File: config.mk
export PLATFORM = sky130hd
export DESIGN_NAME = led_status_pattern_sequencer_unit
export DESIGN_NICKNAME = d
export VERILOG_FILES = /design/src/rtl/core/lsps_pkg.sv /design/src/rtl/core/lsps_ctrl.sv /design/src/rtl/core/lsps_dp.sv /design/src/rtl/core/led_status_pattern_sequencer_unit.sv
export SDC_FILE = /design/constraint.sdc
export NUM_CORES = 1
export LEC_CHECK = 0
export BUFFER_PORTS_ARGS = -buffer_cell sky130_fd_sc_hd__clkbuf_2
export CAP_MARGIN = 20
export CORE_AREA = 2 2 130 132
export CTS_BUF_LIST = sky130_fd_sc_hd__clkbuf_4
export DETAILED_ROUTE_END_ITERATION = 6
export DIE_AREA = 0 0 132 134
export GPL_TIMING_DRIVEN = 0
export PLACE_DENSITY = 0.85
export RECOVER_POWER = 25
export SYNTH_ARGS = -nofsm -noshare
export SYNTH_HDL_FRONTEND = slang
export SYNTH_SLANG_ARGS = --single-unit
File: constraint.sdc
create_clock -name i_clk -period 6.2 [get_ports i_clk]
set_clock_uncertainty 0.05 [all_clocks]
set_input_delay 1.24 -clock i_clk [delete_from_list [all_inputs] [get_ports i_clk]]
set_output_delay 1.24 -clock i_clk [all_outputs]
set_load 0.01 [all_outputs]
File: src/rtl/core/lsps_pkg.sv
package lsps_pkg;

    localparam int ROW_COUNT_DEF         = 4;
    localparam int UPDATE_TIMEOUT_MS_DEF = 3000;
    localparam int OUT_ROWS              = 4;

    localparam logic OP_TICK   = 1'b0;
    localparam logic OP_UPDATE = 1'b1;

    localparam logic [7:0] DEF_HUE     = 8'd210;
    localparam logic [7:0] DEF_RATE    = 8'd10;
    localparam logic [7:0] DEF_BLINKS  = 8'd2;
    localparam logic [7:0] DEF_PAUSES  = 8'd1;
    localparam logic [7:0] DEF_REPEATS = 8'd255;
    localparam logic [7:0] ENDLESS     = 8'd255;

    localparam logic [9:0] DIVIDEND  = 10'd1000;
    localparam logic [3:0] DIV_STEPS = 4'd10;

    typedef struct packed {
        logic       operation;
        logic [7:0] hue;
        logic [7:0] rate;
        logic [7:0] blink_count;
        logic [7:0] pause_count;
        logic [7:0] repeat_count;
    } t_in_word;

    typedef struct packed {
        logic       row0_lit;
        logic       row1_lit;
        logic       row2_lit;
        logic       row3_lit;
        logic [7:0] row0_hue;
        logic [7:0] row1_hue;
        logic [7:0] row2_hue;
        logic [7:0] row3_hue;
    } t_out_word;

    typedef struct packed {
        logic load_status;
        logic start_div;
        logic commit;
    } t_dp_cmd;

    typedef struct packed {
        logic div_done;
    } t_dp_sts;

endpackage

File: src/rtl/core/lsps_ctrl.sv
module lsps_ctrl (
    input  logic              i_clk,
    input  logic              i_rst_n,
    input  logic              i_in_valid,
    input  logic              i_in_op,
    output logic              o_in_ready,
    output logic              o_out_valid,
    input  logic              i_out_ready,
    output lsps_pkg::t_dp_cmd o_cmd,
    input  lsps_pkg::t_dp_sts i_sts
);

    typedef enum logic [2:0] {
        ST_IDLE = 3'b001,
        ST_DIV  = 3'b010,
        ST_STEP = 3'b100
    } t_state;

    t_state r_state, n_state;
    logic   r_out_valid, n_out_valid;

    always_comb begin
        n_state     = r_state;
        n_out_valid = r_out_valid && !i_out_ready;
        o_cmd       = '0;
        case (r_state)
            ST_IDLE: begin
                if (i_in_valid) begin
                    if (i_in_op == lsps_pkg::OP_UPDATE) begin
                        o_cmd.load_status = 1'b1;
                    end else begin
                        o_cmd.start_div = 1'b1;
                        n_state         = ST_DIV;
                    end
                end
            end
            ST_DIV: begin
                if (i_sts.div_done) begin
                    n_state = ST_STEP;
                end
            end
            ST_STEP: begin
                if (!r_out_valid || i_out_ready) begin
                    o_cmd.commit = 1'b1;
                    n_out_valid  = 1'b1;
                    n_state      = ST_IDLE;
                end
            end
            default: begin
                n_state = ST_IDLE;
            end
        endcase
    end

    always_ff @(posedge i_clk) begin
        if (!i_rst_n) begin
            r_state     <= ST_IDLE;
            r_out_valid <= 1'b0;
        end else begin
            r_state     <= n_state;
            r_out_valid <= n_out_valid;
        end
    end

    assign o_in_ready  = (r_state == ST_IDLE);
    assign o_out_valid = r_out_valid;

    a_tick_starts_div: assert property (@(posedge i_clk) disable iff (!i_rst_n)
        (r_state == ST_IDLE && i_in_valid && i_in_op == lsps_pkg::OP_TICK)
        |=> (r_state == ST_DIV))
        else $error("tick word did not start the divider");

    a_div_holds: assert property (@(posedge i_clk) disable iff (!i_rst_n)
        (r_state == ST_DIV && !i_sts.div_done) |=> (r_state == ST_DIV))
        else $error("left the divide state before the quotient was ready");

    a_valid_from_step: assert property (@(posedge i_clk) disable iff (!i_rst_n)
        $rose(r_out_valid) |-> $past(r_state == ST_STEP))
        else $error("result raised outside the step state");

endmodule

File: src/rtl/core/lsps_dp.sv
module lsps_dp #(
    parameter int ROW_COUNT         = lsps_pkg::ROW_COUNT_DEF,
    parameter int UPDATE_TIMEOUT_MS = lsps_pkg::UPDATE_TIMEOUT_MS_DEF
) (
    input  logic                i_clk,
    input  logic                i_rst_n,
    input  lsps_pkg::t_dp_cmd   i_cmd,
    output lsps_pkg::t_dp_sts   o_sts,
    input  lsps_pkg::t_in_word  i_in_word,
    output lsps_pkg::t_out_word o_out_word
);

    localparam int FS_W = $clog2(ROW_COUNT + 1);

    logic [7:0]      r_hue, n_hue;
    logic [7:0]      r_rate, n_rate;
    logic [7:0]      r_blinks, n_blinks;
    logic [7:0]      r_pauses, n_pauses;
    logic [7:0]      r_repeats, n_repeats;
    logic [9:0]      r_fe, n_fe;
    logic [11:0]     r_ue, n_ue;
    logic [9:0]      r_bs, n_bs;
    logic [8:0]      r_bos, n_bos;
    logic [7:0]      r_brd, n_brd;
    logic [FS_W-1:0] r_fs, n_fs;
    logic [7:0]      r_frd, n_frd;
    logic            r_lit [ROW_COUNT];
    logic            n_lit [ROW_COUNT];
    logic [7:0]      r_rhue [ROW_COUNT];
    logic [7:0]      n_rhue [ROW_COUNT];

    logic [9:0]      r_quo;
    logic [8:0]      r_rem;
    logic [3:0]      r_cnt;
    logic [9:0]      w_rem_sh;
    logic            w_ge;

    lsps_pkg::t_out_word r_out;
    logic            w_lit [lsps_pkg::OUT_ROWS];
    logic [7:0]      w_rhue [lsps_pkg::OUT_ROWS];

    // Restoring divider for the frame interval, one quotient bit per cycle.
    assign w_rem_sh = {r_rem, r_quo[9]};
    assign w_ge     = (w_rem_sh >= {2'b00, r_rate});

    always_ff @(posedge i_clk) begin
        if (!i_rst_n) begin
            r_quo <= '0;
            r_rem <= '0;
            r_cnt <= '0;
        end else if (i_cmd.start_div) begin
            r_quo <= lsps_pkg::DIVIDEND;
            r_rem <= '0;
            r_cnt <= lsps_pkg::DIV_STEPS;
        end else if (r_cnt != 4'd0) begin
            r_quo <= {r_quo[8:0], w_ge};
            r_rem <= w_ge ? 9'(w_rem_sh - {2'b00, r_rate}) : w_rem_sh[8:0];
            r_cnt <= r_cnt - 4'd1;
        end
    end

    assign o_sts.div_done = (r_cnt == 4'd0);

    always_comb begin
        logic [9:0]    fe1;
        logic          due;
        logic [8:0]    cyc;
        logic          done;
        logic          on;
        logic [8:0]    bos1;
        logic [FS_W:0] fs_inc;

        n_hue     = r_hue;
        n_rate    = r_rate;
        n_blinks  = r_blinks;
        n_pauses  = r_pauses;
        n_repeats = r_repeats;
        n_fe      = r_fe;
        n_ue      = r_ue;
        n_bs      = r_bs;
        n_bos     = r_bos;
        n_brd     = r_brd;
        n_fs      = r_fs;
        n_frd     = r_frd;
        n_lit     = r_lit;
        n_rhue    = r_rhue;

        fe1    = (r_fe == 10'd1023) ? r_fe : r_fe + 10'd1;
        due    = (fe1 >= r_quo);
        cyc    = {1'b0, r_blinks} + {1'b0, r_pauses};
        done   = (r_brd >= r_repeats) && (r_bs >= {cyc, 1'b0});
        on     = (r_bos < {1'b0, r_blinks});
        bos1   = (r_bos == 9'd511) ? r_bos : r_bos + 9'd1;
        fs_inc = {1'b0, r_fs} + (FS_W + 1)'(1);

        if (i_cmd.load_status) begin
            n_hue     = i_in_word.hue;
            n_rate    = i_in_word.rate;
            n_blinks  = i_in_word.blink_count;
            n_pauses  = i_in_word.pause_count;
            n_repeats = i_in_word.repeat_count;
            n_ue      = '0;
        end else if (i_cmd.commit) begin
            n_fe = fe1;
            if (r_rate == 8'd0) begin
                for (int r = 0; r < ROW_COUNT; r++) begin
                    n_lit[r]  = 1'b1;
                    n_rhue[r] = r_hue;
                end
                n_bs  = '0;
                n_bos = '0;
                n_brd = '0;
                n_fs  = '0;
                n_frd = '0;
            end else if (r_blinks == 8'd0) begin
                n_bs  = '0;
                n_bos = '0;
                n_brd = '0;
                if (due) begin
                    n_fe = '0;
                    if (r_frd >= r_repeats || r_fs == '0) begin
                        for (int r = 0; r < ROW_COUNT; r++) begin
                            n_lit[r] = 1'b0;
                        end
                    end else begin
                        for (int r = 0; r < ROW_COUNT; r++) begin
                            if ((FS_W + 1)'(r) < {1'b0, r_fs}) begin
                                n_lit[r]  = 1'b1;
                                n_rhue[r] = r_hue;
                            end
                        end
                    end
                    if (fs_inc > (FS_W + 1)'(ROW_COUNT)) begin
                        n_fs = '0;
                        if (r_repeats != lsps_pkg::ENDLESS && r_frd != 8'd255) begin
                            n_frd = r_frd + 8'd1;
                        end
                    end else begin
                        n_fs = fs_inc[FS_W-1:0];
                    end
                end
            end else begin
                n_fs  = '0;
                n_frd = '0;
                if (due) begin
                    n_fe = '0;
                    if (done || !r_bs[0]) begin
                        for (int r = 0; r < ROW_COUNT; r++) begin
                            n_lit[r] = 1'b0;
                        end
                    end else begin
                        for (int r = 0; r < ROW_COUNT; r++) begin
                            n_lit[r] = on;
                            if (on) begin
                                n_rhue[r] = r_hue;
                            end
                        end
                        if (bos1 >= cyc) begin
                            n_bos = '0;
                            if (r_repeats != lsps_pkg::ENDLESS && r_brd != 8'd255) begin
                                n_brd = r_brd + 8'd1;
                            end
                        end else begin
                            n_bos = bos1;
                        end
                    end
                    n_bs = (r_bs == 10'd1023) ? 10'd1022 : r_bs + 10'd1;
                end
            end
            n_ue = (r_ue == 12'd4095) ? r_ue : r_ue + 12'd1;
            if (n_ue > 12'(UPDATE_TIMEOUT_MS)) begin
                n_hue     = lsps_pkg::DEF_HUE;
                n_rate    = lsps_pkg::DEF_RATE;
                n_blinks  = lsps_pkg::DEF_BLINKS;
                n_pauses  = lsps_pkg::DEF_PAUSES;
                n_repeats = lsps_pkg::DEF_REPEATS;
            end
        end
    end

    always_ff @(posedge i_clk) begin
        if (!i_rst_n) begin
            r_hue     <= lsps_pkg::DEF_HUE;
            r_rate    <= lsps_pkg::DEF_RATE;
            r_blinks  <= lsps_pkg::DEF_BLINKS;
            r_pauses  <= lsps_pkg::DEF_PAUSES;
            r_repeats <= lsps_pkg::DEF_REPEATS;
            r_fe      <= '0;
            r_ue      <= '0;
            r_bs      <= '0;
            r_bos     <= '0;
            r_brd     <= '0;
            r_fs      <= '0;
            r_frd     <= '0;
            for (int r = 0; r < ROW_COUNT; r++) begin
                r_lit[r]  <= 1'b0;
                r_rhue[r] <= 8'd0;
            end
        end else begin
            r_hue     <= n_hue;
            r_rate    <= n_rate;
            r_blinks  <= n_blinks;
            r_pauses  <= n_pauses;
            r_repeats <= n_repeats;
            r_fe      <= n_fe;
            r_ue      <= n_ue;
            r_bs      <= n_bs;
            r_bos     <= n_bos;
            r_brd     <= n_brd;
            r_fs      <= n_fs;
            r_frd     <= n_frd;
            r_lit     <= n_lit;
            r_rhue    <= n_rhue;
        end
    end

    for (genvar g = 0; g < lsps_pkg::OUT_ROWS; g++) begin : g_out_row
        if (g < ROW_COUNT) begin : g_used
            assign w_lit[g]  = n_lit[g];
            assign w_rhue[g] = n_rhue[g];
        end else begin : g_unused
            assign w_lit[g]  = 1'b0;
            assign w_rhue[g] = 8'd0;
        end
    end

    always_ff @(posedge i_clk) begin
        if (i_cmd.commit) begin
            r_out.row0_lit <= w_lit[0];
            r_out.row1_lit <= w_lit[1];
            r_out.row2_lit <= w_lit[2];
            r_out.row3_lit <= w_lit[3];
            r_out.row0_hue <= w_rhue[0];
            r_out.row1_hue <= w_rhue[1];
            r_out.row2_hue <= w_rhue[2];
            r_out.row3_hue <= w_rhue[3];
        end
    end

    assign o_out_word = r_out;

endmodule

File: src/rtl/core/led_status_pattern_sequencer_unit.sv
// LED status pattern sequencer for a panel of ROW_COUNT rows.
// The input channel (i_in_valid, o_in_ready, i_in_word) takes one word per
// millisecond tick or per status update. A status update loads hue, rate,
// blink, pause and repeat counts, and gives no result. A tick gives exactly
// one result word on the output channel (o_out_valid, i_out_ready,
// o_out_word) with the lit state and hue of rows 0 to 3. A tick first runs
// the restoring divider that forms the frame interval 1000/rate one quotient
// bit per cycle, waits in the divide state until the quotient is ready, and
// then applies the step and loads the result in the step state. The input is
// ready again in the cycle after the result is loaded; updates are taken in
// back-to-back cycles.
// The result sits in an output register, so the next word is accepted while a
// finished result waits. If the receiver stalls, the next tick stops in its
// step state until the output register is free, and the input stays not ready.
// Reset is synchronous and active low; it loads the default status (hue 210,
// rate 10, two blinks, one pause, endless repeats), clears all counters and
// darkens every row with hue 0.
module led_status_pattern_sequencer_unit #(
    parameter int ROW_COUNT         = lsps_pkg::ROW_COUNT_DEF,
    parameter int UPDATE_TIMEOUT_MS = lsps_pkg::UPDATE_TIMEOUT_MS_DEF
) (
    input  logic                i_clk,
    input  logic                i_rst_n,
    input  logic                i_in_valid,
    output logic                o_in_ready,
    input  lsps_pkg::t_in_word  i_in_word,
    output logic                o_out_valid,
    input  logic                i_out_ready,
    output lsps_pkg::t_out_word o_out_word
);

    lsps_pkg::t_dp_cmd w_cmd;
    lsps_pkg::t_dp_sts w_sts;

    lsps_ctrl u_ctrl (
        .i_clk       (i_clk),
        .i_rst_n     (i_rst_n),
        .i_in_valid  (i_in_valid),
        .i_in_op     (i_in_word.operation),
        .o_in_ready  (o_in_ready),
        .o_out_valid (o_out_valid),
        .i_out_ready (i_out_ready),
        .o_cmd       (w_cmd),
        .i_sts       (w_sts)
    );

    lsps_dp #(
        .ROW_COUNT         (ROW_COUNT),
        .UPDATE_TIMEOUT_MS (UPDATE_TIMEOUT_MS)
    ) u_dp (
        .i_clk      (i_clk),
        .i_rst_n    (i_rst_n),
        .i_cmd      (w_cmd),
        .o_sts      (w_sts),
        .i_in_word  (i_in_word),
        .o_out_word (o_out_word)
    );

endmodule

* After elaboration in Yosys (flattened, before gate mapping)
Index checks and enable logic that the tools add are counted.
** Word-level totals
- Output and inout bits :: 38
- Word-level logic and storage cells :: 199
- Input port bits :: 45
- Flip-flop bits (word level) :: 199
** Operators by class
- Bitwise operators :: 2
- Reduce and logical (&&, ||, !) cells :: 31
- Add/subtract/negate cells :: 10
- Equal/unequal tests :: 18
- Magnitude comparators :: 13
- Muxes and demuxes :: 90
** Operators by type and width (number)
- $mux 8 :: 34
- $mux 32 :: 8
- $mux 10 :: 9
- $mux 9 :: 7
- $mux 4 :: 10
- $mux 3 :: 8
- $ne 8x8->1 const B :: 3
- $add 10x1->10 const B :: 2
- $eq 10x10->1 const B :: 2
- $ge 10x10->1 :: 2
- $add 8x1->8 const B :: 2
- $ge 8x8->1 :: 2
- $logic_not 8->1 :: 2
- $add 12x1->12 const B :: 1
- $eq 12x12->1 const B :: 1
- $gt 12x12->1 const B :: 1
- $mux 12 :: 1
- $ge 10x8->1 :: 1
- $mux 1 :: 10
- $add 8x8->9 :: 1
- $add 9x1->9 const B :: 1
- $eq 9x9->1 const B :: 1
- $ge 9x9->1 :: 1
- $lt 9x8->1 :: 1
- other kinds (30) :: 53

* Depth between registers and ports, before layout
Gate-level depths: netlist of the first run.
- Depth after elaboration :: 10
- Gate-level depth with buffers :: 18
- Gate-level depth less buffers :: 16

* Cells and area by module
Synthesis of the first run repeated with hierarchy kept, for this count alone.
** Unflattened totals
- Cell total of the unflattened synthesis :: 1181
- Area total of the unflattened synthesis :: 10794.1 um^2
** By module, submodules not included
- lsps_dp :: seq. area each 4264.1 um^2, area an instance 10572.6 um^2, times used 1, cells each 1155
- lsps_ctrl :: seq. area each 80.1 um^2, area an instance 221.5 um^2, times used 1, cells each 26

* Worst setup path before layout of the first run
Ideal clock, no wire load.
- Path kind :: reg-to-reg
- From :: register u_dp.r_blinks[0]
- To :: register u_dp.r_out, in the netlist u_dp.o_out_word[12], data pin
- Arrival time :: 3803 ps
- Path slack :: 2086 ps
- Stages on the path, launching flop included :: 19
- Required time :: 5888 ps
- Period minus slack after synthesis :: 4114 ps
- Buffers on the path :: 2
- Library setup time :: 262 ps
- Path through :: dfxtp_1 ha_1 inv_1 fa_1 nand2b_1 a21oi_1 o31ai_1 or2b_1 a21oi_1 ha_1 o22ai_1 or4_1 a22oi_1 o2111a_1 buf_6 nor2_1 a311oi_2 buf_2 o2bb2ai_1
** RTL lines
- from (decl) :: RTL line lsps_dp.sv:17 : logic [7:0] r_blinks, n_blinks;
- from (signal assigned) :: RTL line lsps_dp.sv:185 : r_blinks <= lsps_pkg::DEF_BLINKS;
- from (signal assigned) :: RTL line lsps_dp.sv:202 : r_blinks <= n_blinks;
- to (decl) :: RTL line lsps_dp.sv:38 : lsps_pkg::t_out_word r_out;

==> impl_metrics.ini, run 1 <==
[finish]
stdcell_area_mm2 = 0.01142
area_growth_pct = 9.118
drive_gt1_share_pct = 8.238
fin_util_pct = 70.14
fin_nets = 1417
final_cell_mix = dfxtp_1, nand2_1, nor2_1
final_common_cell = dfxtp_1

[global_routing]
grt_max_degree = 45
track_usage_pct = 30.46
gr-total-overflow = 0
grt_pass1_wl_mm = 42.90
grt_pass1_vias = 8696
antenna_found_initial = 1

[clock_tree]
cts_tree = done
ctsRootBufferMaster = clkbuf_4
cts_setup_buffers = 0
htreeDepth = 4
cts.reportedPaths.clkPinSlew_ns = 0.17
ctsResizeCount = 0
cts_sinks = 199
postCtsHoldBufs = 0
cts_buffers = 17
cts_buffer_depth = 2
clk_latency_ns = 0.62

[sta]
fmax_ghz = 0.1904
slew_headroom_pct = 26.71
slew_viol_final = 0
tns_ns = 0
tightest_slew_ns = 1.091
fin_crit_sh_pct = 84.70
fin_crit_ns = 5.252
setup_violations = 0
grt_setup_unrepaired = no
hold_viol = 0

[synth]
syn_avg_cell_area_um2 = 8.754
post_synth_num_cell_types = 74
synth-edff-count = 36
synth_nets = 1315
yosysSeqAreaShare_pct = 41.49
ys_async_sr_fraction_pct = 0
synth_top_cell_area_share_pct = 31.17
syn_inst = 1196
syn_area_mm2 = 0.01047
synth-main-ff-cell = dfxtp_1
ys_seq_elements = 199
synthTopCellsByArea = dfxtp_1, edfxtp_1, ha_1
synth_warnings = 0
synth_top_area_cell = dfxtp_1

[routing]
vias_per_cell = 6.195
wl_per_cell_um = 17.53
wirelength_mm = 26.86
wl_met3_mm = 2.074
dr.max_layer_used = met4
vias = 9491
met1Wirelength_mm = 11.16
met2_length_mm = 12.76
ant_nets = 0
drt_iter0_drc = 977
dr.pass1.iters = 5
drc_errors = 0

[worst_setup_path]
rr_startpoint = u_dp.r_blinks[0]
r2r_cells = 17
end_kind = flip-flop
r2r_end = u_dp.o_out_word[35]
required_ns = 6.51
crit_fanout = 9
start_kind = flip-flop
worstPathArrival_ns = 5.56
ff2ff_setup_slack_ns = 0.95
criticalPathCategory = flip-flop to flip-flop

[die]
start_util_pct = 64.28
dieHeight_um = 134
fp.dieW_um = 132
io_pins = 83
core_mm2 = 0.01629
design.die.area_mm2 = 0.01769
num_rows = 47

[placement]
gp_congestion = 0.9184
io_buffers = 82
post_dp_cell_area_mm2 = 0.01118
hpwl_mm = 20.20

[hold_path]
whs_path_depth = 2
worstHoldEndpoint = u_dp.r_quo[4]
hp-start = u_dp.r_quo[3]
hp-class = flip-flop to flip-flop

[run_status]
status = finished, final reports clean

[pwr]
vdd_drop_max_v = 0.0002562
power_leakage_nw = 4.460
power_density_mw_per_mm2 = 236.8

[job]
maxCapViolCount = 0
==> state kept, by name, summed over array words and instances (netlist names), 8 cells and up <==
register / cells
u_dp.o_out_word: 36
u_dp.r_rhue: 32
u_dp.r_ue: 12
u_dp.r_bs: 10
u_dp.r_fe: 10
u_dp.r_quo: 10
u_dp.r_bos: 9
u_dp.r_rem: 9
u_dp.r_blinks: 8
u_dp.r_brd: 8
u_dp.r_frd: 8
u_dp.r_hue: 8
u_dp.r_pauses: 8
u_dp.r_rate: 8
u_dp.r_repeats: 8
==> worst max-delay path, stage by stage, from the launching register on <==
cell       delay [ns]
dfxtp_1          0.39
ha_1             0.22
inv_1            0.07
fa_1             0.19
nand2b_1         0.13
a21oi_1          0.08
o31ai_1          0.48
or2b_1           0.28
a21oi_1          0.31
ha_1             0.27
o22ai_1          0.11
or4_1            0.59
a22oi_1          0.25
o2111ai_1        0.25
a31oi_1          0.56
or3_1            0.21
clkbuf_1         0.40
nand2_1          0.16
==> layout make-up <==
class | count | area [um^2]
Antenna cell | 1 | 2.502
Buffer | 55 | 231.5
Clock buffer | 18 | 135.1
Clock inverter | 14 | 158.9
Fill cell | 1313 | 4865
Inverter | 60 | 225.2
Multi-Input combinational cell | 882 | 5669
Sequential cell | 199 | 4344
Tap cell | 220 | 275.3
Timing Repair Buffer | 83 | 382.9
==> how the worst max path moves through the flow <==
stage	start	endpoint	slack, ns	cells past startpoint
floorplan	u_dp.r_blinks[0]	u_dp.o_out_word[12]	2.09	18
global placement	i_out_ready	u_dp.o_out_word[13]	1.07	10
detailed placement	u_dp.r_blinks[0]	u_dp.o_out_word[35]	1.09	17
CTS	u_dp.r_blinks[0]	u_dp.o_out_word[13]	1.08	18
global route	u_dp.r_blinks[0]	u_dp.o_out_word[35]	0.61	17
finish	u_dp.r_blinks[0]	u_dp.o_out_word[35]	0.95	17
==> routing by layer <==
metal	up-vias	GRT usage, %
li1	4597	-
met4	0	12.98
met2	454	51.91
met1	4362	38.48
met3	78	4.989
met5	-	0
==> kinds of logic after synthesis <==
logic type               share of synthesized area [%]
adder cells (fa/ha/maj)                          9.082
AO/OA/AOI/OAI                                    22.20
XOR/XNOR                                         2.677
AND/OR/NAND/NOR                                  19.08
flip-flops                                       41.49
buffers and inverters                            4.362
multiplexers                                     1.099
==> synthesized netlist by cell type (8+ instances only) <==
cell type	n
dfxtp_1	163
nand2_1	142
nor2_1	93
a21oi_1	88
ha_1	72
o21ai_0	61
inv_1	60
clkbuf_1	38
edfxtp_1	36
nand3_1	36
o22ai_1	33
o2bb2ai_1	29
nand2b_1	20
nand4_1	20
nor3_1	20
and3_1	19
xnor2_1	19
a22oi_1	14
xor2_1	13
a22o_1	12
o21a_1	12
nor4_1	11
or3_1	11
a211oi_1	10
nor2b_1	10
o31ai_1	9
buf_2	8
or2_2	8
==> metrics by stage <==
step	setup slack, ns	instances	hold slack, ns	power [mW]
floorplan	2.086	1196	0.3863	1.863
global placement	1.071	1498	0.3956	1.989
detailed placement	1.093	1499	0.4026	2.010
CTS	1.080	1531	0.4230	2.701
global route	0.6101	1532	0.4377	2.844
finish	0.9484	1532	0.4218	2.705
==> where the power goes <==
group / internal, mW / switching [mW]
Combinational: 0.227 / 0.356
Clock: 0.225 / 0.482
Sequential: 1.37 / 0.0467
No activity file was read; power rests on OpenSTA's default activity.
==> inputs of run 2 (changes only) <==
ABC_AREA = 1   (was not set)
CORE_AREA = 2 2 139 141   (was 2 2 130 132)
DIE_AREA = 0 0 141 143   (was 0 0 132 134)
PLACE_DENSITY = 0.82   (was 0.85)
clock period = 5.05 ns   (was 6.2 ns; I/O delays follow)
==> run 2 against run 1 <==
The flow now finishes with violations (capacitance limit, slew limit); area after synthesis increased by 11%; core utilization decreased by 2.6 points; global-route usage decreased by 1.2 points; sequential share of layout area decreased by 3.4 points; hold slack improved by 0.024 ns; via count increased by 16%; fmax increased by 17%; non-clock buffer count unchanged; die area increased by 14%; first-iteration DRC count increased by 11%; sequential cell count unchanged; largest cell class unchanged; highest routed layer unchanged.
==> impl_metrics.ini, run 2 <==
[finish]
final_common_cell = nand2_1
fin_cells = 1944
stdcell_area_mm2 = 0.01255
area_growth_pct = 8.055
register_area_mm2 = 0.004344
drive_gt1_share_pct = 8.080
final_cell_mix = nand2_1, inv_1, dfxtp_1
nFillCells = 1635
multiInputGateArea_mm2 = 0.006090
fin_util_pct = 67.57
fin_nets = 1814
largest_reg_flops = 36

[routing]
vias_per_cell = 5.657
dr.pass1.iters = 6
vias = 11000
wl_per_cell_um = 14.90
ant_nets = 0
wirelength_mm = 28.98
drc_errors = 0
drt_iter0_drc = 1082

[sta]
fmax_ghz = 0.2233
hold_ws_ns = 0.4455
tightest_slew_ns = 2.310
fin_crit_ns = 4.478
hold_viol = 0
slew_viol_final = 46
tns_ns = 0
setup_violations = 0
fin_crit_sh_pct = 88.67
slew_headroom_pct = -53.98
grt_setup_unrepaired = no
setup_slack_ns = 0.5722

[clock_tree]
cts_buffers = 17
cts_setup_buffers = 0
htreeDepth = 4
ctsRootBufferMaster = clkbuf_4
cts_tree = done
postCtsHoldBufs = 0
ctsResizeCount = 0
cts_sinks = 199
cts_buffer_depth = 2
clk_latency_ns = 0.62
cts.reportedPaths.clkPinSlew_ns = 0.16

[placement]
gp_congestion = 0.9225
dp.cells = 1910
post_dp_cell_area_mm2 = 0.01232
io_buffers = 82
hpwl_mm = 21.90
dp_slack_ns = 0.7090

[synth]
synth_warnings = 0
syn_area_mm2 = 0.01162
ys_seq_elements = 199
synth-edff-count = 36
syn_inst = 1594
ys_async_sr_fraction_pct = 0
synth_top_area_cell = dfxtp_1
synth_nets = 1713
synth-main-ff-cell = dfxtp_1
yosysSeqAreaShare_pct = 37.39
synth_most_common_cell = nand2_1
synthTopCellsByArea = dfxtp_1, nand2_1, edfxtp_1
synth_commonest_cells = nand2_1, inv_1, dfxtp_1, nor2_1, a21oi_1
synth_top_cell_area_share_pct = 28.09
syn_avg_cell_area_um2 = 7.289
post_synth_num_cell_types = 54

[global_routing]
grt_max_degree = 46
use_met1_pct = 37.59
gr-total-overflow = 0
grt_pass1_vias = 10290
top_usage_layer = met2
track_usage_pct = 29.25
grt_util_met3_pct = 4.527
use_met2_pct = 50.06
grt_pass1_wl_mm = 47.98
antenna_found_initial = 1

[die]
fp.dieW_um = 141
design.die.area_mm2 = 0.02016
io_pins = 83
dieHeight_um = 143
num_rows = 50
core_mm2 = 0.01858
start_util_pct = 62.53

[worst_setup_path]
slowest_delay_ns = 0.51
crit_buf_inv = 3
required_ns = 5.38
start_kind = flip-flop
crit_family = simple AND/OR/NAND/NOR gates
end_kind = flip-flop
criticalPathCategory = flip-flop to flip-flop
worstPathArrival_ns = 4.81
r2r_cells = 20
worst_path_max_delay_cell = o2111ai_2
crit_fanout = 10
path_cells = ha_1 > nand3_1 > nor2_1 > nand3_1 > nand2_1 > nor2_1 > nand2_1 > nor2_1 > xor2_1 > ha_1 > inv_1 > nor3_1 > nand2_1 > o2111ai_2 > nand3_2 > clkbuf_1 > o211ai_1 > nand3_1 > o21ai_0 > inv_1
worst-path-stages = 20

[pwr]
p_int_mw = 2.743
clkPwrFrac_pct = 19.6
vdd_drop_max_v = 0.0002641
seqPwrFrac_pct = 43.4
power_density_mw_per_mm2 = 367.0
power_leakage_nw = 5.787
combinationalPowerShare_pct = 37.0
p_sw_share_pct = 40.47
finalPower_mw = 4.608
p_sw_mw = 1.865

[hold_path]
whs_path_depth = 2
hp-class = flip-flop to flip-flop

[run_status]
violations = capacitance limit, slew limit
status = finished, violations left

[job]
maxCapViolCount = 1
run 2: cell count changes after synthesis, moves of 29 or more:
cell / delta
nand3_1: +91
o2bb2ai_1: -29
nor2_1: +48
nand2_1: +183
a21oi_1: +51
inv_1: +176
run 2: power by group through the flow:
stage	Sequential [mW]	Clock [mW]	Combinational, mW
final	2.00	0.905	1.70
after global routing	2.02	0.965	1.94
after CTS	2.00	0.908	1.70
after detailed placement	2.03	0	1.69
after global placement	2.03	0	1.63
after floorplan	2.00	0	1.27
run 2: layout make-up:
cell class | instances | area share [%]
clock buffers | 21 | 1.256
repair buffers | 82 | 2.880
well taps | 234 | 2.332
plain buffers | 56 | 2.083
inverters | 241 | 7.206
flip-flops and latches | 199 | 34.60
multi-input cells | 1098 | 48.51
diodes | 2 | 0.03986
clock inverters | 11 | 1.096
run 2: worst paths after layout:
path,start,endpoint,slack [ns]
max,u_dp.r_fe[0],u_dp.o_out_word[5],0.57
min,u_dp.r_pauses[3],u_dp.r_pauses[3],0.45
max reg2reg,u_dp.r_fe[0],u_dp.o_out_word[5],0.57
min reg2reg,u_dp.r_pauses[3],u_dp.r_pauses[3],0.45
run 2: per-layer routing:
layer | vias to the layer above | share of wire [%] | wire length [um]
li1 | 5487 | - | -
met1 | 5075 | 44 | 12790
met2 | 368 | 47 | 13640
met3 | 68 | 6.2 | 1796
met4 | 0 | 2.6 | 745
met5 | - | 0 | 0
run 2: cell families (layout without fill, tap and decap cells):
kind of cell,Yosys count,after routing,synth area share (%)
XOR/XNOR,40,40,3.080
other,0,2,0
adder cells (fa/ha/maj),74,74,8.098
AO/OA/AOI/OAI,308,308,15.90
flip-flops,199,199,37.39
multiplexers,1,1,0.09691
AND/OR/NAND/NOR,675,675,25.39
buffers and inverters,297,411,10.05
run 2: worst min-delay path, stage by stage (launching register included):
cell and delay [ns]:
dfxtp_1 0.34, nand3_1 0.08, a21oi_1 0.05
